**config.mk**
```make
export PLATFORM = sky130hd
export DESIGN_NAME = cpwv_div
export DESIGN_NICKNAME = d
export VERILOG_FILES = /design/src/rtl/cpwv_pkg.sv /design/src/rtl/cpwv_div.sv
export SDC_FILE = /design/constraint.sdc
export NUM_CORES = 1
export LEC_CHECK = 0
export CAP_MARGIN = 5
export CORE_ASPECT_RATIO = 0.75
export CORE_MARGIN = 2
export CORE_UTILIZATION = 60
export CTS_CLUSTER_DIAMETER = 30
export DETAILED_ROUTE_END_ITERATION = 8
export DONT_BUFFER_PORTS = 1
export MAX_ROUTING_LAYER = met4
export PLACE_DENSITY_LB_ADDON = 0.25
export SLEW_MARGIN = 20
export SYNTH_ARGS = -nofsm -noshare
export SYNTH_HDL_FRONTEND = slang
export SYNTH_SLANG_ARGS = --single-unit
```
**constraint.sdc**
```tcl
create_clock -name clk_i -period 8.1 [get_ports clk_i]
set_input_delay 1.62 -clock clk_i [delete_from_list [all_inputs] [get_ports clk_i]]
set_output_delay 1.62 -clock clk_i [all_outputs]
set_load 0.005 [all_outputs]
```
**src/rtl/cpwv_pkg.sv**
```systemverilog
`default_nettype none

package cpwv_pkg;

  // tally store
  localparam int unsigned MaxSlots = 512;
  localparam int unsigned SlotW    = $clog2(MaxSlots);
  localparam int unsigned TallyW   = 32;

  // field widths
  localparam int unsigned CmdW     = 2;
  localparam int unsigned CoefW    = 16;
  localparam int unsigned MulW     = 24;
  localparam int unsigned MbW      = 18;
  localparam int unsigned BlkW     = 4;
  localparam int unsigned LevelW   = 22;
  localparam int unsigned WeightW  = 4;
  localparam int unsigned NzW      = 7;
  localparam int unsigned PbcW     = 10;
  localparam int unsigned MinNzW   = 7;
  localparam int unsigned CfgIdxW  = 2;
  localparam int unsigned CfgDataW = 10;
  localparam int unsigned SlotNumW = MbW + BlkW;

  // c*128 scaling, saturation and weight cap
  localparam int unsigned LevelShift = 7;
  localparam logic [NzW-1:0]     NzMax     = NzW'(127);
  localparam logic [WeightW-1:0] WeightCap = WeightW'(8);

  // serial divider: (|c|*128 + m) / (2m) needs 25 bits
  localparam int unsigned DivW    = 25;
  localparam int unsigned DivCntW = $clog2(DivW + 1);

  localparam logic [PbcW-1:0]   PbcReset   = PbcW'(32);
  localparam logic [MinNzW-1:0] MinNzReset = MinNzW'(2);

  typedef enum logic [CmdW-1:0] {
    CmdCoef  = 2'd0,
    CmdClear = 2'd1,
    CmdRead  = 2'd2,
    CmdNone  = 2'd3
  } cpwv_cmd_e;

  typedef enum logic [1:0] {
    OutSkip   = 2'd0,
    OutVote   = 2'd1,
    OutReport = 2'd2
  } cpwv_outcome_e;

  typedef enum logic [CfgIdxW-1:0] {
    CfgPayloadBits = 2'd0,
    CfgMinNonzero  = 2'd1,
    CfgWeighted    = 2'd2
  } cpwv_cfg_e;

  typedef enum logic [2:0] {
    StClear,
    StIdle,
    StDiv,
    StVote,
    StMod,
    StUpdate,
    StReport
  } cpwv_state_e;

  typedef struct packed {
    logic            start;
    logic [DivW-1:0] numer;
    logic [DivW-1:0] denom;
  } cpwv_div_req_t;

  typedef struct packed {
    logic            busy;
    logic [DivW-1:0] quot;
    logic [DivW-1:0] rem;
  } cpwv_div_rsp_t;

endpackage

`default_nettype wire

```
**src/rtl/cpwv_div.sv**
```systemverilog
`default_nettype none

module cpwv_div import cpwv_pkg::*; (
  input  logic          clk_i,
  input  logic          rst_ni,
  input  cpwv_div_req_t req_i,
  output cpwv_div_rsp_t rsp_o
);

  logic [DivW-1:0]    rem_q, rem_d;
  logic [DivW-1:0]    quo_q;
  logic [DivW-1:0]    den_q;
  logic [DivCntW-1:0] cnt_q;
  logic [DivW:0]      trial;
  logic [DivW:0]      diff;
  logic               qbit;

  // restoring division, one quotient bit per cycle; numerator shifts out of quo_q
  always_comb begin
    trial = {rem_q, quo_q[DivW-1]};
    diff  = trial - {1'b0, den_q};
    qbit  = ~diff[DivW];
    rem_d = qbit ? diff[DivW-1:0] : trial[DivW-1:0];
  end

  always_ff @(posedge clk_i or negedge rst_ni) begin
    if (!rst_ni) begin
      cnt_q <= '0;
    end else if (req_i.start) begin
      cnt_q <= DivCntW'(DivW);
    end else if (cnt_q != '0) begin
      cnt_q <= cnt_q - DivCntW'(1);
    end
  end

  always_ff @(posedge clk_i) begin
    if (req_i.start) begin
      rem_q <= '0;
      quo_q <= req_i.numer;
      den_q <= req_i.denom;
    end else if (cnt_q != '0) begin
      rem_q <= rem_d;
      quo_q <= {quo_q[DivW-2:0], qbit};
    end
  end

  assign rsp_o.busy = (cnt_q != '0);
  assign rsp_o.quot = quo_q;
  assign rsp_o.rem  = rem_q;

endmodule

`default_nettype wire

```
==> summary.md <==
| Metric | Value |
|---|---|
| Post-synth EDFFs | 50 |
| Sequential-to-total area share from yosys stat | 46.2% |
| Share of synthesized flip-flops with an asynchronous set or reset | 6.25% |
| CP Data Required Time | between 8000 and 9000 ps |
| Worst-path maximum fanout | 3 |
| Clock sink total | 80 |
| Final setup viols | 0 |
| WL/cell | 17.6 um |
| Total Power | 0.000882 W |
| Setup TNS | 0 ps |
| Max clock buf depth | 2 |
| GRT Total Usage | 23.9% |
| Power Internal | 0.000655 W |
| IO Port Bufs | 0 |
| Max-slew violation count | 0 |
| Worst-margin pin slew | 613 ps |
| Ports | 104 |
| Die Footprint | 8390 um2 |
| Ant diodes | 0 |
| Yosys top cell area share | 32.6% |
| Tcrit/Tclk final | about 43% |
| Final min period | about 3500 ps |
| Worst R2R End | rem_q[22] |
| Status | finished clean |
| Yosys warns | 0 |
| Worst r2r path cells | 12 |
| Initial Util | 62.2% |
| Power share of the combinational group | between 10 and 15% |
| Crit Path Category | flip-flop to flip-flop |
| Layout cells sized above 1 | between 10% and 20% |
| Syn_nets | 501 |
| Cts hold-fix bufs | 0 |
| Resize count post-CTS | 0 |
| TritonCTS clock tree | yes |
| Floorplan row count | 27 |
| Vias in the first global route | 2973 |
| R2R setup slack | 4650 ps |
| Worst Hold Endpoint | cnt_q[3] |
| H-Tree Depth | 3 |
| Placed cell area | 4660 um2 |
| Drt first-iter violations | between 200 and 250 |
| Die H | 79.8 um |
| Core area | between 7000 and 8000 um2 |
| Pin count of the biggest net entering global routing | 86 |
| LEAKAGE | around 2.0 nW |
| Synth Flop Type | edfxtp_1 |
| Power per Cell Area | 181 nW/um2 |
| Worst-Skew Late Latency | 360 ps |
| Reg clk slew, reported paths | 70 ps |
| Netlist cell types | 54 |
| Max_cap viols | 0 |
| Slew headroom | between 50% and 60% |
| Cell Area, Synth | approximately 4600 um2 |
| Seq pwr share | 55.5% |
| Synth top area cells | edfxtp_1, dfxtp_1, ha_1 |
| Area Overhead vs Synth | 5.68% |
| Worst vdd ir | 132 uV |
| Yosys reg bits | 80 |
| Total grt overflow | 0 |
| Hold Path Class | flip-flop to flip-flop |
| Nets | 496 |
| Total setup buffers inserted after CTS | 0 |
| Worst R2R Start | quo_q[24] |
| Via density | just over 6 |
| Critical Path AT | 3700 ps |
| Routed Antenna Nets | 0 |
| Worst Hold Depth | 1 |
| DIE WIDTH | around 110 um |
| DP Wirelength | 6.49 mm |
| Final Cell Area | 4860 um2 |
| CP Launch Type | flip-flop |
| Vias after detailed routing | roughly 3100 |
| Sw Pwr | 0.000227 W |
| Final Wtd Congestion | between 0.8 and 0.9 |
| Cell taking the most area after synthesis | edfxtp_1 |
| Worst hold start | cnt_q[3] |
| RSZ-0062 raised after global routing | no |
| Worst setup EP type | flip-flop |
| Clock skew | 9.37 ps |
| Filler cell count | ~570 |
| Sw Share | 25.7% |
| Synthesized netlist cell count | 420 |
| Hold Violations, Final | 0 |
| Avg Inst Size Synth | 11.0 um2 |
| DRT Pass-1 Iters | 4 |
| Drc violations | 0 |
| Num CTS Buffers | 9 |
| WL final | approximately 9.2 mm |
| Initial antenna violation count | 0 |
| FMAX | ~290 MHz |
| First-pass GRT wire length | about 15 mm |
| CTS root buffer | clkbuf_8 |
| Clock power frac | a little under 30% |
[cells by family (layout without fill, tap and decap cells)]
logic type                 Yosys count  in the layout  synth area share, %
adders and majority gates           28             28                 7.78
AOI/OAI and AO/OA                   98             98                 15.3
muxes                               42             42                 9.84
DFF                                 80             80                 46.2
and+or+nand+nor                     97             97                 11.4
xor gates and xnor gates            24             24                 4.98
buffers and inverters               51             51                 4.57
[worst max-delay path by stage]
stage               from   endpoint  slack, ps  cells after the start
3_5_place_dp   quo_q[24]   rem_q[1]       4670                     11
4_1_cts         den_q[1]   rem_q[1]       4640                     11
3_3_place_gp   quo_q[24]   rem_q[1]       4730                     11
5_1_grt        quo_q[24]  rem_q[22]       4420                     12
2_1_floorplan   cnt_q[0]  rsp_o[50]       4700                      6
6_report       quo_q[24]  rem_q[22]       4650                     12
[cell usage in the layout, fill, tap and decap left out, drive strengths merged, types with 4 or more instances in the layout]
master  netlist  routed
clkbuf       14      12
ha           27      27
inv          32      32
nor4          6       6
mux2         26      26
edfxtp       50      50
nor4b         5       5
a31oi         4       4
o21a          6       6
o21ai        13      13
xnor2        15      15
dfxtp        25      25
a211oi       19      19
nor3          6       6
o31ai         5       5
xor2          9       9
nand2b        8       8
dfrtp         5       5
nand2        14      14
a21oi        24      24
and3          4       4
a21o         14      14
nor2b         4       4
nor2         34      34
mux2i        16      16
nor3b         4       4
[power by group through the flow]
stage | clock (W) | combinational [W] | sequential (W)
final | 0.000263 | 0.000130 | 0.000490
after detailed placement | 0 | 0.000126 | 0.000500
after global placement | 0 | 0.000124 | 0.000498
after CTS | 0.000270 | 0.000127 | 0.000490
after global routing | 0.000286 | 0.000146 | 0.000494
after floorplan | 0 | 0.000112 | 0.000492
[registers in the layout (all words and copies together), names as in the netlist]
signal / cells
quo_q: 25
den_q: 25
rem_q: 25
cnt_q: 5
[worst max-delay path: stages, from the launching register on]
cell	delay, ps
edfxtp_1	410
inv_1	60
ha_1	220
fa_1	410
nand2b_1	180
a21oi_1	210
nor2_1	100
o31ai_1	440
nor4_1	140
or3b_1	400
a31oi_1	290
xor2_1	110
a311o_1	360
[layout make-up]
cell class | instances | area [um2] | share of cell area, %
Clock buffer | 12 | 155 | 3.19
Clock inverter | 4 | 18.8 | 0.386
Inverter | 32 | 120 | 2.47
Multi-Input combinational cell | 289 | 2270 | 46.7
Sequential cell | 80 | 2130 | 43.7
Tap cell | 101 | 126 | 2.60
Timing Repair Buffer | 3 | 42.5 | 0.875
[cell usage after synthesis, drive strengths merged, types with 9 or more instances]
cell and number:
a211oi 19, a21o 14, a21oi 24, clkbuf 14, dfxtp 25, edfxtp 50
ha 27, inv 32, mux2 26, mux2i 16, nand2 14, nor2 34
o21ai 13, xnor2 15, xor2 9
[per-stage QoR]
step	std cells	worst slack (ps)	hold WS, ps	utilization [%]
detailed placement	504	4670	537	63.0
floorplan	420	4700	482	-
finish	521	4650	540	65.7
global route	521	4420	578	65.7
CTS	520	4640	543	65.3
global placement	504	4730	524	63.0
[routing by layer]
metal | global-route usage (%) | part of all wire, % | wire length, um
met3 | 7.59 | 5.9 | 543
met1 | 31.9 | 48 | 4440
met4 | 7.87 | 1.1 | 97
met2 | 34.7 | 45 | 4110
met5 | - | 0 | 0
No activity file was read; power rests on OpenSTA's default activity.
